File: config.mk
export PLATFORM = sky130hd
export DESIGN_NAME = led_dimmer_idle_breathing_top
export DESIGN_NICKNAME = d
export VERILOG_FILES = /design/src/ldib_pkg.sv /design/src/ldib_in_stage.sv /design/src/ldib_core.sv /design/src/ldib_out_stage.sv /design/src/led_dimmer_idle_breathing_top.sv
export SDC_FILE = /design/constraint.sdc
export NUM_CORES = 1
export LEC_CHECK = 0
export BUFFER_PORTS_ARGS = -buffer_cell sky130_fd_sc_hd__buf_4
export CAP_MARGIN = 10
export CORE_ASPECT_RATIO = 1.1
export CORE_MARGIN = 4
export CORE_UTILIZATION = 45
export CTS_CLUSTER_SIZE = 8
export DETAILED_ROUTE_END_ITERATION = 12
export HOLD_SLACK_MARGIN = 0.06
export SLEW_MARGIN = 20
export SYNTH_ARGS = -nofsm -noshare
export SYNTH_HDL_FRONTEND = slang
export SYNTH_SLANG_ARGS = --single-unit
File: constraint.sdc
create_clock -name aclk -period 5.9 [get_ports aclk]
set_clock_uncertainty 0.1 [all_clocks]
set_input_delay 1.18 -clock aclk [delete_from_list [all_inputs] [get_ports aclk]]
set_output_delay 1.18 -clock aclk [all_outputs]
set_load 0.05 [all_outputs]
File: src/ldib_pkg.sv
// Shared types and constants for the LED dimmer with idle breathing.
package ldib_pkg;

    typedef enum logic [2:0] {
        OP_TICK      = 3'd0,
        OP_TOGGLE    = 3'd1,
        OP_ON        = 3'd2,
        OP_OFF       = 3'd3,
        OP_UP        = 3'd4,
        OP_DOWN      = 3'd5,
        OP_ACTIVITY  = 3'd6,
        OP_SET_STYLE = 3'd7
    } opcode_t;

    typedef enum logic [1:0] {
        CFG_DIM_AFTER      = 2'd0,
        CFG_OFF_AFTER      = 2'd1,
        CFG_BREATH_INTERVAL = 2'd2,
        CFG_FADE_STEP      = 2'd3
    } cfg_index_t;

    localparam logic [1:0] STYLE_STEADY = 2'd0;
    localparam logic [1:0] STYLE_BREATH = 2'd1;

    localparam logic [1:0] PHASE_ACTIVE = 2'd0;
    localparam logic [1:0] PHASE_BREATH = 2'd1;
    localparam logic [1:0] PHASE_OFF    = 2'd2;

    localparam logic [15:0] DIM_AFTER_RST       = 16'd30000;
    localparam logic [15:0] OFF_AFTER_RST       = 16'd60000;
    localparam logic [7:0]  BREATH_INTERVAL_RST = 8'd30;
    localparam logic [7:0]  FADE_STEP_RST       = 8'd5;
    localparam logic [7:0]  BREATH_VALUE_RST    = 8'd255;
    localparam logic [15:0] COUNT_MAX           = 16'hFFFF;
    localparam logic [7:0]  DUTY_MAX            = 8'd255;

    typedef struct packed {
        opcode_t    opcode;
        logic [1:0] style_value;
    } ldib_cmd_t;

    typedef struct packed {
        logic [7:0] duty;
        logic [7:0] level;
        logic [1:0] style;
        logic [1:0] idle_phase;
    } ldib_result_t;

endpackage

File: src/ldib_in_stage.sv
// Input register stage: holds one accepted command until it is processed.
module ldib_in_stage (
    input  logic                aclk,
    input  logic                aresetn,
    input  logic                s_valid,
    output logic                s_ready,
    input  logic [2:0]          s_opcode,
    input  logic [1:0]          s_style_value,
    input  logic                advance,
    output logic                cmd_valid,
    output ldib_pkg::ldib_cmd_t cmd
);

    logic                vld_reg;
    logic                vld_next;
    ldib_pkg::ldib_cmd_t cmd_reg;

    // Slot frees up in the same cycle its item moves on.
    assign s_ready   = !vld_reg || advance;
    assign cmd_valid = vld_reg;
    assign cmd       = cmd_reg;

    always_comb begin
        vld_next = vld_reg;
        if (s_ready) begin
            vld_next = s_valid;
        end
    end

    always_ff @(posedge aclk) begin
        if (!aresetn) begin
            vld_reg <= 1'b0;
        end else begin
            vld_reg <= vld_next;
        end
    end

    always_ff @(posedge aclk) begin
        if (s_valid && s_ready) begin
            cmd_reg.opcode      <= ldib_pkg::opcode_t'(s_opcode);
            cmd_reg.style_value <= s_style_value;
        end
    end

endmodule

File: src/ldib_core.sv
// Dimmer state, config registers and the single-pass command update.
module ldib_core #(
    parameter int LEVELS = 5
) (
    input  logic                   aclk,
    input  logic                   aresetn,
    input  logic                   cfg_wr_en,
    input  logic [1:0]             cfg_index,
    input  logic [15:0]            cfg_wdata,
    input  logic                   advance,
    input  ldib_pkg::ldib_cmd_t    cmd,
    output ldib_pkg::ldib_result_t result
);

    localparam logic [7:0] LevelMax  = 8'(LEVELS);
    localparam logic [7:0] DutyStep  = 8'(255 / LEVELS);
    localparam logic [7:0] DutyReset = 8'((255 / LEVELS) * LEVELS);
    localparam logic [7:0] DUTY_MAX_L = ldib_pkg::DUTY_MAX;

    logic [15:0] dim_after_reg;
    logic [15:0] off_after_reg;
    logic [7:0]  interval_reg;
    logic [7:0]  fade_step_reg;

    logic [7:0]  level_reg,        level_next;
    logic [7:0]  saved_reg,        saved_next;
    logic [1:0]  style_reg,        style_next;
    logic [1:0]  phase_reg,        phase_next;
    logic [15:0] idle_cnt_reg,     idle_cnt_next;
    logic [15:0] breath_cnt_reg,   breath_cnt_next;
    logic [7:0]  breath_val_reg,   breath_val_next;
    logic        falling_reg,      falling_next;
    logic [7:0]  duty_reg,         duty_next;

    function automatic logic [7:0] duty_of(input logic [7:0] lvl);
        logic [15:0] prod;
        prod = 16'(DutyStep) * 16'(lvl);
        return prod[7:0];
    endfunction

    // Next breathing value: clamped step up or down.
    logic [8:0] ramp_sum;
    logic [7:0] ramp_val;
    always_comb begin
        ramp_sum = {1'b0, breath_val_reg} + {1'b0, fade_step_reg};
        if (falling_reg) begin
            ramp_val = (breath_val_reg > fade_step_reg) ? breath_val_reg - fade_step_reg : 8'd0;
        end else begin
            ramp_val = ramp_sum[8] ? DUTY_MAX_L : ramp_sum[7:0];
        end
    end

    logic [15:0] idle_inc;
    logic [15:0] breath_inc;
    logic [8:0]  level_up;
    assign idle_inc   = (idle_cnt_reg != ldib_pkg::COUNT_MAX) ? idle_cnt_reg + 16'd1
                                                              : idle_cnt_reg;
    assign breath_inc = (breath_cnt_reg != ldib_pkg::COUNT_MAX) ? breath_cnt_reg + 16'd1
                                                                : breath_cnt_reg;
    assign level_up   = {1'b0, level_reg} + 9'd1;

    always_comb begin
        level_next      = level_reg;
        saved_next      = saved_reg;
        style_next      = style_reg;
        phase_next      = phase_reg;
        idle_cnt_next   = idle_cnt_reg;
        breath_cnt_next = breath_cnt_reg;
        breath_val_next = breath_val_reg;
        falling_next    = falling_reg;
        duty_next       = duty_reg;

        // Command is only decoded when it is really moving on.
        if (advance) begin
            unique case (cmd.opcode)
                ldib_pkg::OP_TICK: begin
                    idle_cnt_next   = idle_inc;
                    breath_cnt_next = breath_inc;
                    if (phase_reg == ldib_pkg::PHASE_ACTIVE && idle_inc >= dim_after_reg) begin
                        style_next = ldib_pkg::STYLE_BREATH;
                        phase_next = ldib_pkg::PHASE_BREATH;
                    end
                    if (phase_next == ldib_pkg::PHASE_BREATH && idle_inc >= off_after_reg) begin
                        level_next = 8'd0;
                        duty_next  = 8'd0;
                        style_next = ldib_pkg::STYLE_STEADY;
                        phase_next = ldib_pkg::PHASE_OFF;
                    end
                    if (style_next == ldib_pkg::STYLE_BREATH && level_next != 8'd0
                            && breath_inc >= {8'd0, interval_reg}) begin
                        duty_next       = breath_val_reg;
                        breath_val_next = ramp_val;
                        if (ramp_val == 8'd0 || ramp_val == DUTY_MAX_L) begin
                            falling_next = !falling_reg;
                        end
                        breath_cnt_next = 16'd0;
                    end
                end
                ldib_pkg::OP_TOGGLE: begin
                    if (style_reg == ldib_pkg::STYLE_STEADY) begin
                        level_next = (level_reg != 8'd0) ? 8'd0 : LevelMax;
                        duty_next  = duty_of(level_next);
                        saved_next = level_next;
                    end else if (style_reg == ldib_pkg::STYLE_BREATH) begin
                        level_next = saved_reg;
                        duty_next  = duty_of(saved_reg);
                        style_next = ldib_pkg::STYLE_STEADY;
                    end
                end
                ldib_pkg::OP_ON: begin
                    level_next = saved_reg;
                    duty_next  = duty_of(saved_reg);
                end
                ldib_pkg::OP_OFF: begin
                    level_next = 8'd0;
                    duty_next  = 8'd0;
                end
                ldib_pkg::OP_UP: begin
                    level_next = (level_up > {1'b0, LevelMax}) ? LevelMax : level_up[7:0];
                    duty_next  = duty_of(level_next);
                    saved_next = level_next;
                end
                ldib_pkg::OP_DOWN: begin
                    level_next = (level_reg <= 8'd2) ? 8'd1 : level_reg - 8'd1;
                    duty_next  = duty_of(level_next);
                    saved_next = level_next;
                end
                ldib_pkg::OP_ACTIVITY: begin
                    idle_cnt_next = 16'd0;
                    if (phase_reg != ldib_pkg::PHASE_ACTIVE) begin
                        level_next = saved_reg;
                        duty_next  = duty_of(saved_reg);
                        phase_next = ldib_pkg::PHASE_ACTIVE;
                    end
                end
                ldib_pkg::OP_SET_STYLE: begin
                    style_next = cmd.style_value;
                end
            endcase
        end
    end

    assign result.duty       = duty_next;
    assign result.level      = level_next;
    assign result.style      = style_next;
    assign result.idle_phase = phase_next;

    always_ff @(posedge aclk) begin
        if (!aresetn) begin
            dim_after_reg <= ldib_pkg::DIM_AFTER_RST;
            off_after_reg <= ldib_pkg::OFF_AFTER_RST;
            interval_reg  <= ldib_pkg::BREATH_INTERVAL_RST;
            fade_step_reg <= ldib_pkg::FADE_STEP_RST;
        end else if (cfg_wr_en) begin
            unique case (ldib_pkg::cfg_index_t'(cfg_index))
                ldib_pkg::CFG_DIM_AFTER:       dim_after_reg <= cfg_wdata;
                ldib_pkg::CFG_OFF_AFTER:       off_after_reg <= cfg_wdata;
                ldib_pkg::CFG_BREATH_INTERVAL: interval_reg  <= cfg_wdata[7:0];
                ldib_pkg::CFG_FADE_STEP:       fade_step_reg <= cfg_wdata[7:0];
            endcase
        end
    end

    always_ff @(posedge aclk) begin
        if (!aresetn) begin
            level_reg      <= LevelMax;
            saved_reg      <= LevelMax;
            style_reg      <= ldib_pkg::STYLE_STEADY;
            phase_reg      <= ldib_pkg::PHASE_ACTIVE;
            idle_cnt_reg   <= 16'd0;
            breath_cnt_reg <= 16'd0;
            breath_val_reg <= ldib_pkg::BREATH_VALUE_RST;
            falling_reg    <= 1'b0;
            duty_reg       <= DutyReset;
        end else if (advance) begin
            level_reg      <= level_next;
            saved_reg      <= saved_next;
            style_reg      <= style_next;
            phase_reg      <= phase_next;
            idle_cnt_reg   <= idle_cnt_next;
            breath_cnt_reg <= breath_cnt_next;
            breath_val_reg <= breath_val_next;
            falling_reg    <= falling_next;
            duty_reg       <= duty_next;
        end
    end

endmodule

File: src/ldib_out_stage.sv
// Result register: holds one result until the downstream side takes it.
module ldib_out_stage (
    input  logic                   aclk,
    input  logic                   aresetn,
    input  logic                   cmd_valid,
    input  ldib_pkg::ldib_result_t result,
    output logic                   advance,
    output logic                   m_valid,
    input  logic                   m_ready,
    output logic [7:0]             m_duty,
    output logic [7:0]             m_level,
    output logic [1:0]             m_style,
    output logic [1:0]             m_idle_phase
);

    logic                   vld_reg;
    logic                   vld_next;
    ldib_pkg::ldib_result_t res_reg;

    // Load when the slot is empty or being drained this cycle.
    assign advance = cmd_valid && (!vld_reg || m_ready);

    always_comb begin
        vld_next = vld_reg;
        if (advance) begin
            vld_next = 1'b1;
        end else if (m_ready) begin
            vld_next = 1'b0;
        end
    end

    always_ff @(posedge aclk) begin
        if (!aresetn) begin
            vld_reg <= 1'b0;
        end else begin
            vld_reg <= vld_next;
        end
    end

    always_ff @(posedge aclk) begin
        if (advance) begin
            res_reg <= result;
        end
    end

    assign m_valid      = vld_reg;
    assign m_duty       = res_reg.duty;
    assign m_level      = res_reg.level;
    assign m_style      = res_reg.style;
    assign m_idle_phase = res_reg.idle_phase;

endmodule

File: src/led_dimmer_idle_breathing_top.sv
// Top level of the LED dimmer with idle breathing.
// Each transfer on the s_ side is a 1 ms tick or a user command (toggle, on,
// off, up, down, activity, set style) and yields exactly one result transfer
// on the m_ side with the PWM duty, brightness level, show style and idle
// phase after that item. The block sustains one item per clock while m_ready keeps
// the result register draining: a command sits in the input register, the state
// update is one shallow pass of logic, and the result lands in the output
// register, which drives m_valid. Throughput is set by the single state
// update path and by m_ready; a stalled result register backs up into the
// input register and then drops s_ready. Brightness runs 0..LEVELS with duty
// (255/LEVELS)*level; up saturates at LEVELS and down at 1, both saving the
// level. Idle timing counts ticks: breathing starts at dim_after_ms, the light
// turns off at off_after_ms, and breathing steps the duty by fade_step every
// breath_interval_ms ticks. Config registers (index 0 dim_after_ms, 1
// off_after_ms, 2 breath_interval_ms, 3 fade_step) are written through
// cfg_wr_en/cfg_index/cfg_wdata and must only change while the block is idle.
module led_dimmer_idle_breathing_top #(
    parameter int LEVELS = 5
) (
    input  logic        aclk,
    input  logic        aresetn,
    // config write port
    input  logic        cfg_wr_en,
    input  logic [1:0]  cfg_index,
    input  logic [15:0] cfg_wdata,
    // command channel
    input  logic        s_valid,
    output logic        s_ready,
    input  logic [2:0]  s_opcode,
    input  logic [1:0]  s_style_value,
    // result channel
    output logic        m_valid,
    input  logic        m_ready,
    output logic [7:0]  m_duty,
    output logic [7:0]  m_level,
    output logic [1:0]  m_style,
    output logic [1:0]  m_idle_phase
);

    logic                   advance;   // item moves from input reg to result reg
    logic                   cmd_valid;
    ldib_pkg::ldib_cmd_t    cmd;
    ldib_pkg::ldib_result_t result;

    ldib_in_stage u_in (
        .aclk          (aclk),
        .aresetn       (aresetn),
        .s_valid       (s_valid),
        .s_ready       (s_ready),
        .s_opcode      (s_opcode),
        .s_style_value (s_style_value),
        .advance       (advance),
        .cmd_valid     (cmd_valid),
        .cmd           (cmd)
    );

    // State registers commit on advance, so the next item sees them updated.
    ldib_core #(
        .LEVELS (LEVELS)
    ) u_core (
        .aclk      (aclk),
        .aresetn   (aresetn),
        .cfg_wr_en (cfg_wr_en),
        .cfg_index (cfg_index),
        .cfg_wdata (cfg_wdata),
        .advance   (advance),
        .cmd       (cmd),
        .result    (result)
    );

    ldib_out_stage u_out (
        .aclk         (aclk),
        .aresetn      (aresetn),
        .cmd_valid    (cmd_valid),
        .result       (result),
        .advance      (advance),
        .m_valid      (m_valid),
        .m_ready      (m_ready),
        .m_duty       (m_duty),
        .m_level      (m_level),
        .m_style      (m_style),
        .m_idle_phase (m_idle_phase)
    );

endmodule

### Word-level counts from Yosys, hierarchy flattened

Cells that the tools add are included.

* bits in latches: 0
* ROM bits: 0
* input bits: 28
* register bits: 144
* output and inout port bits: 22
* bits in writable memories: 0
* memories: 0

* add/sub/neg operators: 6
* muxes and demuxes: 40
* bitwise logic cells: 0
* multiply operators: 4
* equal/unequal tests: 17
* magnitude comparators: 6
* div/mod/pow operators: 0
* shift operators: 0
* reduce and logical (&&, ||, !) cells: 32

Operators with widths (count)
* two-way mux 8 bit: 17
* case mux 8 bit (7 select lines): 2
* two-way mux 16 bit: 3
* adder 16 x 1 -> 16 bit, second input constant: 2
* >= comparator 16 bit: 2
* multiplier 6 x 8 -> 8 bit, first input constant: 4
* != test 16 bit, second input constant: 2
* case mux 16 bit (2 select lines): 1
* case mux 8 bit (3 select lines): 1
* two-way mux 2 bit: 11
* >= comparator 16 x 8 -> 1 bit: 1
* nonzero test 8 bit: 2
* equality test 3 bit, second input constant: 4
* AND reduction 2 bit: 6
* adder 8 x 1 -> 9 bit, second input constant: 1
* adder 8 x 8 -> 9 bit: 1
* greater-than comparator 9 x 3 -> 1 bit, second input constant: 1
* equality test 2 x 1 -> 1 bit, second input constant: 4
* equality test 8 bit, second input constant: 1
* greater-than comparator 8 bit: 1
* <= comparator 8 x 2 -> 1 bit, second input constant: 1
* zero test 8 bit: 1
* subtractor 8 x 1 -> 8 bit, second input constant: 1
* subtractor 8 bit: 1
* other kinds (17): 34

### Logic depth before layout (Yosys ltp)

Gate-level depths: netlist of run 1.

* word-level depth: 17
* mapped depth: 21

### By module

From an unflattened synthesis of run 1, not the netlist that was laid out.

* cell total of the unflattened synthesis: 1237
* area total of the unflattened synthesis: 10262.3 sq um

Modules (own cells, without submodules)
* ldib_core: instances 1, area an instance 9406.5 sq um, cells an instance 1203, seq. area each 2342.2 sq um
* ldib_out_stage: instances 1, area an instance 648.1 sq um, cells an instance 24, seq. area each 620.6 sq um
* ldib_in_stage: instances 1, area an instance 207.7 sq um, cells an instance 10, seq. area each 170.2 sq um

### Worst setup path after synthesis of run 1

Ideal clock, no wire load.

* path type: reg-to-reg
* start point: register u_core.idle_cnt_reg[4]
* end point: register u_core.duty_reg[0]
* library setup time: 0.135 ns
* stages on the path, launching flop included: 21
* arrival: 4.319 ns
* buffers on the path: 2
* path slack: 1.346 ns
* cell sequence: dfxtp_1 > clkbuf_1 > and4_1 > nand4_1 > nor3_1 > and2_1 > nand4_1 > nand2_1 > nor2_1 > xor2_1 > ha_1 > a21o_1 > a211o_1 > o211ai_1 > a31oi_1 > o21ai_0 > and2_1 > clkbuf_1 > nor3_1 > a2111oi_0 > a311oi_1

* word-level cells in the longest chain between the ends: 17
* elaborated cells on any way between the ends: 25

Ends and longest elaborated chain
* start, declared: line ldib_core.sv:29 `logic [15:0] idle_cnt_reg, idle_cnt_next;`
* start signal, assigned: line ldib_core.sv:180 `idle_cnt_reg <= idle_cnt_next;`
* adder 16 x 1 -> 16 bit / != test 16 bit (equally long branches): line ldib_core.sv:56 `assign idle_inc = (idle_cnt_reg != ldib_pkg::COUNT_MAX) ? idle_cnt_reg + 16'd1`
* two-way mux 16 bit (*): line ldib_core.sv:56
* >= comparator 16 bit: line ldib_core.sv:79 `if (phase_reg == ldib_pkg::PHASE_ACTIVE && idle_inc >= dim_after_reg) begin`
* logical AND 1 bit: line ldib_core.sv:79
* two-way mux 2 bit: line ldib_core.sv:79
* two-way mux 2 bit: line ldib_core.sv:75 `unique case (cmd.opcode)`
* two-way mux 2 bit: line ldib_core.sv:74 `if (advance) begin`
* equality test 2 x 1 -> 1 bit: line ldib_core.sv:83 `if (phase_next == ldib_pkg::PHASE_BREATH && idle_inc >= off_after_reg) begin`
* logical AND 1 bit: line ldib_core.sv:83
* two-way mux 8 bit / two-way mux 2 bit (equally long branches): line ldib_core.sv:83
* two-way mux 8 bit / two-way mux 2 bit (equally long branches): line ldib_core.sv:75
* two-way mux 8 bit / two-way mux 2 bit (equally long branches): line ldib_core.sv:74
* nonzero test 8 bit / equality test 2 x 1 -> 1 bit (equally long branches): line ldib_core.sv:89 `if (style_next == ldib_pkg::STYLE_BREATH && level_next != 8'd0`
* logical AND 1 bit: line ldib_core.sv:89
* logical AND 1 bit: line ldib_core.sv:90 `&& breath_inc >= {8'd0, interval_reg}) begin`
* two-way mux 8 bit (*): line ldib_core.sv:89
* case mux 8 bit (7 select lines) (*): line ldib_core.sv:75
* end signal, assigned: line ldib_core.sv:174 `duty_reg <= DutyReset;`
* end signal, assigned: line ldib_core.sv:184 `duty_reg <= duty_next;`
* end, declared: line ldib_core.sv:33 `logic [7:0] duty_reg, duty_next;`

Mark *: on every way between the ends. The rest lies on a longest branch, timed or not. The select of a mux whose other input is x is not followed.
A chain may end at the register's enable or synchronous reset.

### Worst setup path after layout of run 1

* start point: register u_core.idle_cnt_reg[4]
* end point: register u_core.falling_reg

* word-level cells in the longest chain between the ends: 16
* elaborated cells on any way between the ends: 23

Ends and longest elaborated chain
* adder 16 x 1 -> 16 bit / != test 16 bit (equally long branches): line ldib_core.sv:56
* two-way mux 16 bit (*): line ldib_core.sv:56
* >= comparator 16 bit: line ldib_core.sv:79
* logical AND 1 bit: line ldib_core.sv:79
* two-way mux 2 bit: line ldib_core.sv:79
* two-way mux 2 bit: line ldib_core.sv:75
* two-way mux 2 bit: line ldib_core.sv:74
* equality test 2 x 1 -> 1 bit: line ldib_core.sv:83
* logical AND 1 bit: line ldib_core.sv:83
* two-way mux 8 bit / two-way mux 2 bit (equally long branches): line ldib_core.sv:83
* two-way mux 8 bit / two-way mux 2 bit (equally long branches): line ldib_core.sv:75
* two-way mux 8 bit / two-way mux 2 bit (equally long branches): line ldib_core.sv:74
* nonzero test 8 bit / equality test 2 x 1 -> 1 bit (equally long branches): line ldib_core.sv:89
* logical AND 1 bit (*): line ldib_core.sv:89
* logical AND 1 bit (*): line ldib_core.sv:90
* AND reduction 4 bit (no source line) (*)
* end signal, assigned: line ldib_core.sv:183 `falling_reg <= falling_next;`
* end, declared: line ldib_core.sv:32 `logic falling_reg, falling_next;`

Marks and branches as above.

==> run_results.csv, run 1 <==
group,metric,value,unit
timing,post-route-period-util,0.8904,
drt,avgRoutedWirePerCell,17.48,um
setup_path,worstReg2RegStart,"u_core.idle_cnt_reg[4]$_SDFFE_PN0P_",
timing,tightest_slew,986.5,ps
timing,setup_slack,646.4,ps
clocking,cts.sinks,144,
power_and_ir_drop,p_seq_frac,0.370,
setup_path,critPathKind,"reg2reg",
synthesis,synthAdderAreaFrac,0.1561,
cells_and_area,layout.nets,1459,
cells_and_area,antenna_cells,0,
drt,drc,0,
cells_and_area,mostFrequentLayoutCell,"nand2_1",
power_and_ir_drop,power_frac_comb,0.236,
min_path,hp-class,"reg2reg",
setup_path,critical-path-top-delay-family,"simple AND/OR/NAND/NOR gates",
min_path,holdCritStartpoint,"u_core.dim_after_reg[7]$_SDFFE_PN0P_",
synthesis,netlist-cell-type-count,84,
timing,slew_headroom,0.3423,
cells_and_area,most-common-layout-cells,"nand2_1, dfxtp_1, inv_1",
power_and_ir_drop,clkPwrFrac,0.394,
setup_path,slowest_stage,"and4_1",
grt,grt_pass1_wl,46.69,mm
cells_and_area,area_growth,11.81,%
timing,tns,0,ps
clocking,cts_buffers,17,
placed_design,gp_congestion,0.9306,
drt,vias_per_cell,5.739,
setup_path,critPathLaunchType,"flip-flop",
setup_path,critPathArrivalTime,5510,ps
drt,first_iter_violations,856,
clocking,cts_setup_buffers,0,
floorplanning,fp.dieArea,25550,um2
setup_path,critPathRequiredTime,6160,ps
setup_path,critPathBufInv,0,
floorplanning,start_util,0.4553,
placed_design,placedCellCount,1591,
drt,dr.pass1.iters,6,
clocking,cts_hold_buf,0,
setup_path,cp-end-kind,"flip-flop",
power_and_ir_drop,switching_power,908.6,uW
grt,grt-ovfl-total,0,
min_path,whs_endpoint,"u_core.dim_after_reg[7]$_SDFFE_PN0P_",
clocking,h-tree-depth,4,
grt,track_usage,0.2226,
setup_path,reg2reg_to,"u_core.falling_reg$_SDFFE_PN0P_",
synthesis,synth_simple_gate_area_frac,0.1928,
grt,antenna_found_initial,0,
cells_and_area,finalNonFillerCells,1623,
timing,fmax,190.3,MHz
power_and_ir_drop,swShare,0.3123,
timing,hold_violations,0,
synthesis,ys_seq_area_frac,0.3020,
grt,grt_pass1_vias,8997,
timing,min_period,5254,ps
flow_run,drv_cap,0,
clocking,ctsResizeCount,0,
power_and_ir_drop,p_leak,4.851,nW
floorplanning,num_io_pins,50,
cells_and_area,fillers,2297,
run_status,status,"complete, no violations",
clocking,clk_pin_slew,60,ps
synthesis,syn_area,10370,um2
synthesis,synth_cells,1285,
synthesis,ys_seq_elements,144,
power_and_ir_drop,worst_ir_drop_vdd,0.2162,mV
synthesis,synth_top_family_by_area,"compound AO/OA/AOI/OAI gates",
timing,grt_setup_unrepaired,"no",
synthesis,yosysWarnings,0,
synthesis,synthXorXnorAreaFrac,0.04390,
power_and_ir_drop,power.density,250.8,nW/um2
placed_design,portBuffers,49,
synthesis,synthMuxAreaShare,0.01483,
power_and_ir_drop,intPower,2.001,mW
drt,vias,9315,
cells_and_area,final_core_util,0.5091,
synthesis,synth-async-reset-ratio,0,
cells_and_area,drive_gt1_frac,0.08088,
clocking,cts_tree,"built",
setup_path,cp_cell_sequence,"and4_1, nand4_1, nor3_1, and2_1, nand4_1, nand2_1, nor2_1, xor2_1, ha_1, a21o_1, a211o_1, o211ai_1, a31oi_1, nor3_1, a211o_1, and4_1, a21boi_1, mux2i_1",
setup_path,max_stage_delay,660,ps
drt,ant_nets,0,
synthesis,synth_edf_count,25,
clocking,clk_latency,430,ps
synthesis,syn_avg_cell_area,8.074,um2
timing,finalMaxSlewViolations,0,
drt,routed_wl,28.36,mm
floorplanning,die_width,152.8,um
placed_design,dp_slack,649.3,ps
setup_path,reg2reg_depth,18,
floorplanning,coreArea,22790,um2
min_path,hold_depth,2,
floorplanning,num_rows,58,
setup_path,reg2reg_slack,650,ps
grt,grt_max_degree,49,
placed_design,dp_hpwl,21.39,mm
floorplanning,die_y,167.3,um
clocking,clock_path_buffers,2,
clocking,cts_root_buffer,"clkbuf_16",
synthesis,synth_compound_area_frac,0.2267,
timing,setup_viol,0,
synthesis,postSynth.topFlopCell,"dfxtp_1",
setup_path,cp_max_fo,13,
worst min-delay path, delay by kind of cell, from the launching register on:
family,cells,cell delay (ps)
flops,1,310
simple gates,1,50
compound gates,1,50
kinds of logic after synthesis:
kind of cell,after synthesis
multiplexers,15
buffers and inverters,171
XOR/XNOR,52
other,1
AO/OA/AOI/OAI,349
flip-flops,144
AND/OR/NAND/NOR,432
adder cells (fa/ha/maj),121
per-layer routing:
metal  routed length (um)  GRT usage  part of all wire  vias to the layer above
li1                     -          -                 -                     4634
met1                12620     0.2861              0.45                     4369
met2                13600     0.3790              0.48                      253
met3                 1210    0.03153             0.043                       59
met4                  932    0.08756             0.033                        0
met5                    0          0                 0                        -
stage by stage:
step           power (mW)  hold WS [ps]  area, um2
6_report            2.909         354.6      11600
5_1_grt             3.063         374.6      11600
4_1_cts             2.933         356.7      11600
3_5_place_dp        1.778         347.4      10980
3_3_place_gp        1.771         344.3      10980
2_1_floorplan       1.597         336.3      10400
layout make-up:
type                    instances  area (um2)  share of cell area
repair buffers                 56       420.4             0.03624
clock inverters                15       196.4             0.01693
well taps                     300       375.4             0.03236
clock buffers                  17       425.4             0.03667
flip-flops and latches        144        3133              0.2701
multi-input cells             976        6618              0.5705
inverters                     115       431.7             0.03721
Yosys cell counts, types with 12 or more instances:
cell type	instances	area share
a21o_1	24	0.017
a21oi_1	101	0.049
a31oi_1	17	0.010
and3_1	14	0.0084
clkbuf_1	47	0.017
dfxtp_1	119	0.23
edfxtp_1	25	0.072
fa_1	14	0.027
ha_1	107	0.13
inv_1	112	0.041
mux2i_1	12	0.012
nand2_1	184	0.067
nand2b_1	12	0.0072
nand3_1	34	0.016
nand4_1	17	0.010
nor2_1	83	0.030
nor3_1	32	0.015
o211ai_1	35	0.025
o21a_1	15	0.011
o21ai_0	47	0.023
xnor2_1	40	0.034
xor2_1	12	0.010
worst max-delay path by stage:
stage,to,slack (ps),cells after the start,from
after global routing,u_core.breath_cnt_reg[12]$_SDFFE_PN0P_,90,20,u_core.idle_cnt_reg[4]$_SDFFE_PN0P_
after detailed placement,u_core.falling_reg$_SDFFE_PN0P_,650,18,u_core.idle_cnt_reg[4]$_SDFFE_PN0P_
after global placement,u_core.falling_reg$_SDFFE_PN0P_,820,18,u_core.idle_cnt_reg[4]$_SDFFE_PN0P_
after floorplan,u_core.duty_reg[0]$_SDFFE_PN1P_,1350,20,u_core.idle_cnt_reg[4]$_SDFFE_PN0P_
after CTS,u_core.falling_reg$_SDFFE_PN0P_,620,18,u_core.idle_cnt_reg[4]$_SDFFE_PN0P_
final,u_core.falling_reg$_SDFFE_PN0P_,650,18,u_core.idle_cnt_reg[4]$_SDFFE_PN0P_
power by group through the flow:
stage	Combinational, mW	Sequential (mW)	Clock [mW]
final	0.686	1.08	1.15
after global routing	0.773	1.08	1.21
after CTS	0.685	1.08	1.17
after detailed placement	0.681	1.10	0
after global placement	0.675	1.10	0
after floorplan	0.486	1.11	0
(Power assumes the default switching activity.)
==> run 2, diff against run 1 <==
- CORE_ASPECT_RATIO: 1.1 -> not set
- SYNTH_HIERARCHICAL: not set -> 1
==> run 2 against run 1 <==
Compared with the run above:
- global-route usage fell by 1.5 points
- clock power about the same
- register-to-register slack better by 310 ps
==> run_results.csv, run 2 <==
group,metric,value,unit
power_and_ir_drop,power.density,238.9,nW/um2
drt,routed_wl,26.65,mm
setup_path,critPathLaunchType,"flip-flop",
timing,slew_headroom,0.3214,
clocking,cts_tree,"built",
timing,fmax,202.1,MHz
placed_design,dp_hpwl,19.76,mm
setup_path,cp_max_fo,25,
synthesis,syn_area,10260,um2
clocking,cts.sinks,144,
drt,drc,0,
synthesis,syn_avg_cell_area,8.296,um2
grt,track_usage,0.2074,
synthesis,synth_edf_count,25,
clocking,cts_root_buffer,"clkbuf_16",
floorplanning,coreArea,22090,um2
clocking,cts_buffers,17,
synthesis,ys_seq_area_frac,0.3053,
drt,dr.pass1.iters,5,
clocking,clock_path_buffers,2,
drt,first_iter_violations,543,
timing,hold_violations,0,
power_and_ir_drop,p_leak,4.892,nW
setup_path,critPathRequiredTime,6110,ps
synthesis,postSynth.topFlopCell,"dfxtp_1",
cells_and_area,layout.nets,1414,
synthesis,synth.most_common_cell,"nand2_1",
floorplanning,num_rows,54,
grt,antenna_found_initial,0,
synthesis,synth_area_leaders,"dfxtp_1, ha_1, edfxtp_1",
power_and_ir_drop,swShare,0.2976,
cells_and_area,fillers,2120,
synthesis,ys_top_cells_by_count,"nand2_1, dfxtp_1, inv_1, ha_1, a21oi_1",
drt,ant_nets,0,
power_and_ir_drop,worst_ir_drop_vdd,0.1761,mV
cells_and_area,regArea,3133,um2
timing,grt_setup_unrepaired,"no",
grt,grt-ovfl-total,0,
setup_path,cp_cell_sequence,"and3_1, nand4_1, nor2_1, nand2_1, nand4_1, or3_1, xnor2_1, ha_1, a21o_1, a21o_1, a211o_1, a31oi_1, o22ai_1, and2_1, nor3_2, buf_4, a21boi_0, a211o_1",
clocking,clk_latency,430,ps
clocking,cts_setup_buffers,0,
setup_path,slowest_stage,"or3_1",
cells_and_area,stdcell_area,11470,um2
power_and_ir_drop,intPower,1.924,mW
cells_and_area,antenna_cells,0,
power_and_ir_drop,switching_power,815.1,uW
setup_path,max_stage_delay,460,ps
setup_path,critPathArrivalTime,5160,ps
placed_design,dpl_cell_area,10850,um2
synthesis,synth_cells,1237,
timing,tightest_slew,1017,ps
grt,grt_pass1_vias,8315,
placed_design,gp_congestion,0.8552,
cells_and_area,final_core_util,0.5190,
floorplanning,die_width,159.0,um
setup_path,critPathKind,"reg2reg",
run_status,status,"complete, no violations",
floorplanning,num_io_pins,50,
drt,vias_per_cell,5.671,
clocking,h-tree-depth,4,
floorplanning,die_y,159.0,um
clocking,ctsResizeCount,0,
setup_path,cp-end-kind,"flip-flop",
timing,min_period,4948,ps
grt,grt_max_degree,61,
floorplanning,fp.dieArea,25290,um2
cells_and_area,drive_gt1_frac,0.1064,
power_and_ir_drop,p_seq_frac,0.389,
drt,avgRoutedWirePerCell,17.11,um
power_and_ir_drop,power_frac_comb,0.201,
timing,post-route-period-util,0.8387,
synthesis,ys_seq_elements,144,
timing,tns,0,ps
cells_and_area,multi_input_area,6482,um2
timing,finalMaxSlewViolations,0,
synthesis,netlist-cell-type-count,83,
timing,setup_viol,0,
cells_and_area,mostFrequentLayoutCell,"nand2_1",
placed_design,portBuffers,49,
synthesis,yosys.area.top_type,"dfxtp_1",
synthesis,netlist.area_leader.share,0.2321,
min_path,hp-class,"reg2reg",
clocking,clk_pin_slew,70,ps
drt,vias,8836,
power_and_ir_drop,clkPwrFrac,0.410,
flow_run,drv_cap,0,
grt,grt_pass1_wl,43.44,mm
cells_and_area,most-common-layout-cells,"nand2_1, dfxtp_1, inv_1",
clocking,cts_hold_buf,0,
floorplanning,start_util,0.4645,
synthesis,synth-async-reset-ratio,0,
cells_and_area,area_growth,11.74,%
synthesis,yosysWarnings,6,
[run 2: changes by cell type after synthesis, moves of 7 or more]
cell	before	now
a31oi_1	17	6
nor4_2	0	7
a221oi_1	2	10
nand2_1	184	155
o31ai_1	5	12
o211ai_1	35	22
o21a_1	15	6
o22ai_1	9	16
[run 2: path summary, 6_finish.rpt]
| path | to | from | cells past startpoint | slack, ps |
|---|---|---|---|---|
| worst max-delay path | u_core/breath_val_reg[3]$_SDFFE_PN1P_ | u_core/idle_cnt_reg[4]$_SDFFE_PN0P_ | 18 | 950 |
| worst min register to register | u_core/dim_after_reg[15]$_SDFFE_PN0P_ | u_core/dim_after_reg[15]$_SDFFE_PN0P_ | 2 | 350 |
| worst min-delay path | u_core/dim_after_reg[15]$_SDFFE_PN0P_ | u_core/dim_after_reg[15]$_SDFFE_PN0P_ | 2 | 350 |
| worst max register to register | u_core/breath_val_reg[3]$_SDFFE_PN1P_ | u_core/idle_cnt_reg[4]$_SDFFE_PN0P_ | 18 | 950 |
[run 2: stage by stage]
| step | setup WS, ps | power [mW] | instances | hold slack, ps |
|---|---|---|---|---|
| 6_report | 951.6 | 2.739 | 1558 | 354.8 |
| 5_1_grt | 557.3 | 2.882 | 1558 | 377.0 |
| 4_1_cts | 1004 | 2.762 | 1558 | 356.9 |
| 3_5_place_dp | 1039 | 1.633 | 1526 | 347.2 |
| 3_3_place_gp | 1163 | 1.626 | 1526 | 342.3 |
| 2_1_floorplan | 1466 | 1.490 | 1243 | 336.3 |
[run 2: final cells by class]
cell class | count | share of cell area
timing repair buffer | 60 | 0.03928
clock inverter | 10 | 0.009820
multi-input combinational | 927 | 0.5653
sequential | 144 | 0.2732
clock buffer | 22 | 0.04419
inverter | 115 | 0.03764
tap | 280 | 0.03055
[run 2: kinds of logic after synthesis]
group | share of synthesized area
flops | 0.3053
compound gates | 0.2085
mux | 0.01609
buf+inv | 0.06620
simple gates | 0.2014
fa+ha+maj | 0.1578
other cells | 0.0003654
xor+xnor | 0.04438
[run 2: worst max-delay path: cells and delay by family (launching register included)]
kind,cells,cell delay (ps)
XOR/XNOR,1,230
AND/OR/NAND/NOR,8,2080
adder cells (fa/ha/maj),1,290
flip-flops,1,370
buffers and inverters,1,300
AO/OA/AOI/OAI,7,1440
[run 2: power by group through the flow]
stage,sequential [mW],combinational (mW),clock [mW]
after global placement,1.09,0.540,0
after detailed placement,1.09,0.546,0
final,1.07,0.549,1.12
after floorplan,1.11,0.382,0
after CTS,1.07,0.550,1.15
after global routing,1.07,0.619,1.19
[run 2: routing by layer]
layer	share of wire	wire (um)	global-route usage
met1	0.48	12830	0.2843
met5	0	0	0
met3	0.036	953	0.03339
met4	0.016	438	0.05799
met2	0.47	12440	0.3407
==> run 3, diff against run 2 <==
- ABC_AREA: not set -> 1
- clock period: 5.9 -> 5.04 ns (I/O delays scaled with it)
==> run 3 against run 2 <==
Compared with the run above:
- non-clock buffer count increased by 1
- clock power increased by 15%
- wire length decreased by 0.43%
- combinational power increased by 32%
- largest cell class unchanged
- clock-buffer cell count decreased by 3
- flip-flop and latch count unchanged
- first-iteration DRC count increased by 18%
- critical path type unchanged
- global-route usage increased by 0.11 points
==> run_results.csv, run 3 <==
group,metric,value,unit
run_status,status,"complete, no violations",
drt,vias,9299,
power_and_ir_drop,switching_power,1.041,mW
placed_design,gp_congestion,0.9254,
clocking,ctsResizeCount,0,
clocking,cts_setup_buffers,0,
synthesis,ys_seq_elements,144,
grt,grt_pass1_vias,8722,
timing,holdWs,365.6,ps
synthesis,netlist-cell-type-count,51,
timing,tightest_slew,787.1,ps
clocking,cts_root_buffer,"clkbuf_16",
cells_and_area,drive_gt1_frac,0.08877,
min_path,hp-class,"reg2reg",
clocking,h-tree-depth,4,
placed_design,dp_slack,553.3,ps
grt,grt-ovfl-total,0,
cells_and_area,fillers,2282,
synthesis,synth-async-reset-ratio,0,
drt,routed_wl,26.54,mm
timing,min_period,4568,ps
setup_path,cp_cell_sequence,"ha_1, nand4_1, nor2_1, nand2_1, nor3_1, nand2_1, inv_1, nor2_1, nand3_1, xnor2_1, ha_1, nand4_1, nor3_1, nand3_1, nand3_1, nand2_1, inv_1, nand2_1, nand2_1, clkinv_1, o21ai_0, and2_1, inv_1",
synthesis,synth_edf_count,25,
power_and_ir_drop,swShare,0.3190,
grt,grt_max_degree,69,
timing,setup_viol,0,
setup_path,critical-path-top-delay-family,"simple AND/OR/NAND/NOR gates",
synthesis,synth.most_common_cell,"nand2_1",
setup_path,critPathLaunchType,"flip-flop",
clocking,cts_buffers,17,
clocking,clk_latency,430,ps
timing,post-route-period-util,0.9064,
cells_and_area,antenna_cells,0,
power_and_ir_drop,finalPower,3.263,mW
floorplanning,num_rows,55,
setup_path,critPathRequiredTime,5110,ps
timing,tns,0,ps
power_and_ir_drop,power_frac_comb,0.222,
grt,use_met1,0.2882,
timing,slew_headroom,0.4733,
power_and_ir_drop,p_seq_frac,0.382,
placed_design,dp_hpwl,20.48,mm
timing,grt_setup_unrepaired,"no",
power_and_ir_drop,worst_ir_drop_vdd,0.2278,mV
synthesis,postSynth.topFlopCell,"dfxtp_1",
setup_path,critPathArrivalTime,4640,ps
floorplanning,fp.dieArea,25500,um2
floorplanning,start_util,0.4574,
drt,first_iter_violations,639,
synthesis,syn_area,10360,um2
clocking,clock_path_buffers,2,
synthesis,ys_top_cells_by_count,"nand2_1, inv_1, a21oi_1, dfxtp_1, nor2_1",
grt,antenna_found_initial,0,
floorplanning,coreArea,22640,um2
synthesis,ys_seq_area_frac,0.3025,
synthesis,synth_area_leaders,"dfxtp_1, ha_1, nand2_1",
synthesis,yosysWarnings,6,
setup_path,critPathKind,"reg2reg",
clocking,clk_pin_slew,70,ps
synthesis,synth_cells,1471,
cells_and_area,most-common-layout-cells,"nand2_1, inv_1, a21oi_1",
drt,vias_per_cell,5.118,
clocking,cts.sinks,144,
grt,grt_pass1_wl,43.69,mm
drt,avgRoutedWirePerCell,14.61,um
grt,busiest_layer,"met2",
clocking,cts_hold_buf,0,
timing,hold_violations,0,
floorplanning,die_width,159.7,um
setup_path,cp_max_fo,10,
synthesis,yosys.area.top_type,"dfxtp_1",
setup_path,critPathBufInv,4,
floorplanning,num_io_pins,50,
drt,dr.pass1.iters,5,
floorplanning,die_y,159.7,um
setup_path,cp-end-kind,"flip-flop",
setup_path,max_stage_delay,380,ps
power_and_ir_drop,power.density,280.6,nW/um2
timing,setup_slack,471.5,ps
placed_design,portBuffers,49,
cells_and_area,layout.nets,1668,
drt,ant_nets,0,
synthesis,netlist.area_leader.share,0.2300,
power_and_ir_drop,p_leak,5.467,nW
setup_path,slowest_stage,"nor3_1",
power_and_ir_drop,intPower,2.222,mW
timing,finalMaxSlewViolations,0,
power_and_ir_drop,clkPwrFrac,0.396,
drt,drc,0,
grt,gr-usage-met3,0.03974,
timing,fmax,218.9,MHz
cells_and_area,mostFrequentLayoutCell,"nand2_1",
flow_run,drv_cap,0,
grt,use_met2,0.3402,
synthesis,syn_avg_cell_area,7.040,um2
clocking,cts_tree,"built",
setup_path,cp_common_cell,"nand2_1",
grt,track_usage,0.2086,
cells_and_area,area_growth,12.30,%
## run 3: cell count changes after synthesis, moves of 18 or more
cell	delta
o21ai_0	+38
nor3_1	-18
nand3_1	+45
nor2_1	+37
a21o_1	-27
nand4_1	+22
a21oi_1	+23
nand2_1	+169
xnor2_1	-21
inv_1	+136
## run 3: final cells by class
| type | count | area [um2] | share of cell area |
|---|---|---|---|
| flip-flops and latches | 144 | 3133 | 0.2694 |
| well taps | 285 | 356.6 | 0.03066 |
| inverters | 257 | 964.7 | 0.08295 |
| multi-input cells | 1038 | 6113 | 0.5257 |
| repair buffers | 61 | 457.9 | 0.03938 |
| clock buffers | 19 | 464.2 | 0.03991 |
| clock inverters | 13 | 140.1 | 0.01205 |
## run 3: final timing paths
kind	from	endpoint	slack (ps)	cells past startpoint
max	u_core/idle_cnt_reg[0]$_SDFFE_PN0P_	u_out/m_level[2]$_DFFE_PP_	470	23
min reg2reg	u_core/off_after_reg[10]$_SDFFE_PN0P_	u_core/off_after_reg[10]$_SDFFE_PN0P_	370	2
max reg2reg	u_core/idle_cnt_reg[0]$_SDFFE_PN0P_	u_out/m_level[2]$_DFFE_PP_	470	23
min	u_core/off_after_reg[10]$_SDFFE_PN0P_	u_core/off_after_reg[10]$_SDFFE_PN0P_	370	2
## run 3: worst min-delay path: cells and delay by family (launching register included)
family                 cells  cell delay, ps
AO/OA/AOI/OAI              1              60
buffers and inverters      1              60
flip-flops                 1             300
## run 3: kinds of logic after synthesis
kind of cell	synth area share
buffers and inverters	0.1102
flip-flops	0.3025
XOR/XNOR	0.03129
AND/OR/NAND/NOR	0.2456
multiplexers	0.001087
other	0.0003621
AO/OA/AOI/OAI	0.1526
adder cells (fa/ha/maj)	0.1563
## run 3: per-layer routing
layer	part of all wire	routed length (um)
met3	0.042	1108
met5	0	0
met2	0.46	12170
met4	0.012	320
met1	0.49	12940
## run 3: per-stage QoR
step / cell area [um2] / utilization / cells
detailed placement: 11030 / 0.4870 / 1785
floorplan: 10380 / - / 1477
CTS: 11630 / 0.5137 / 1817
finish: 11630 / 0.5137 / 1817
global route: 11630 / 0.5137 / 1817
global placement: 11030 / 0.4870 / 1785
## run 3: power groups by stage
stage          combinational (mW)  clock [mW]  sequential [mW]
2_1_floorplan               0.500           0             1.30
3_3_place_gp                0.714           0             1.27
3_5_place_dp                0.719           0             1.27
4_1_cts                     0.724        1.32             1.25
5_1_grt                     0.832        1.37             1.25
6_report                    0.724        1.29             1.25
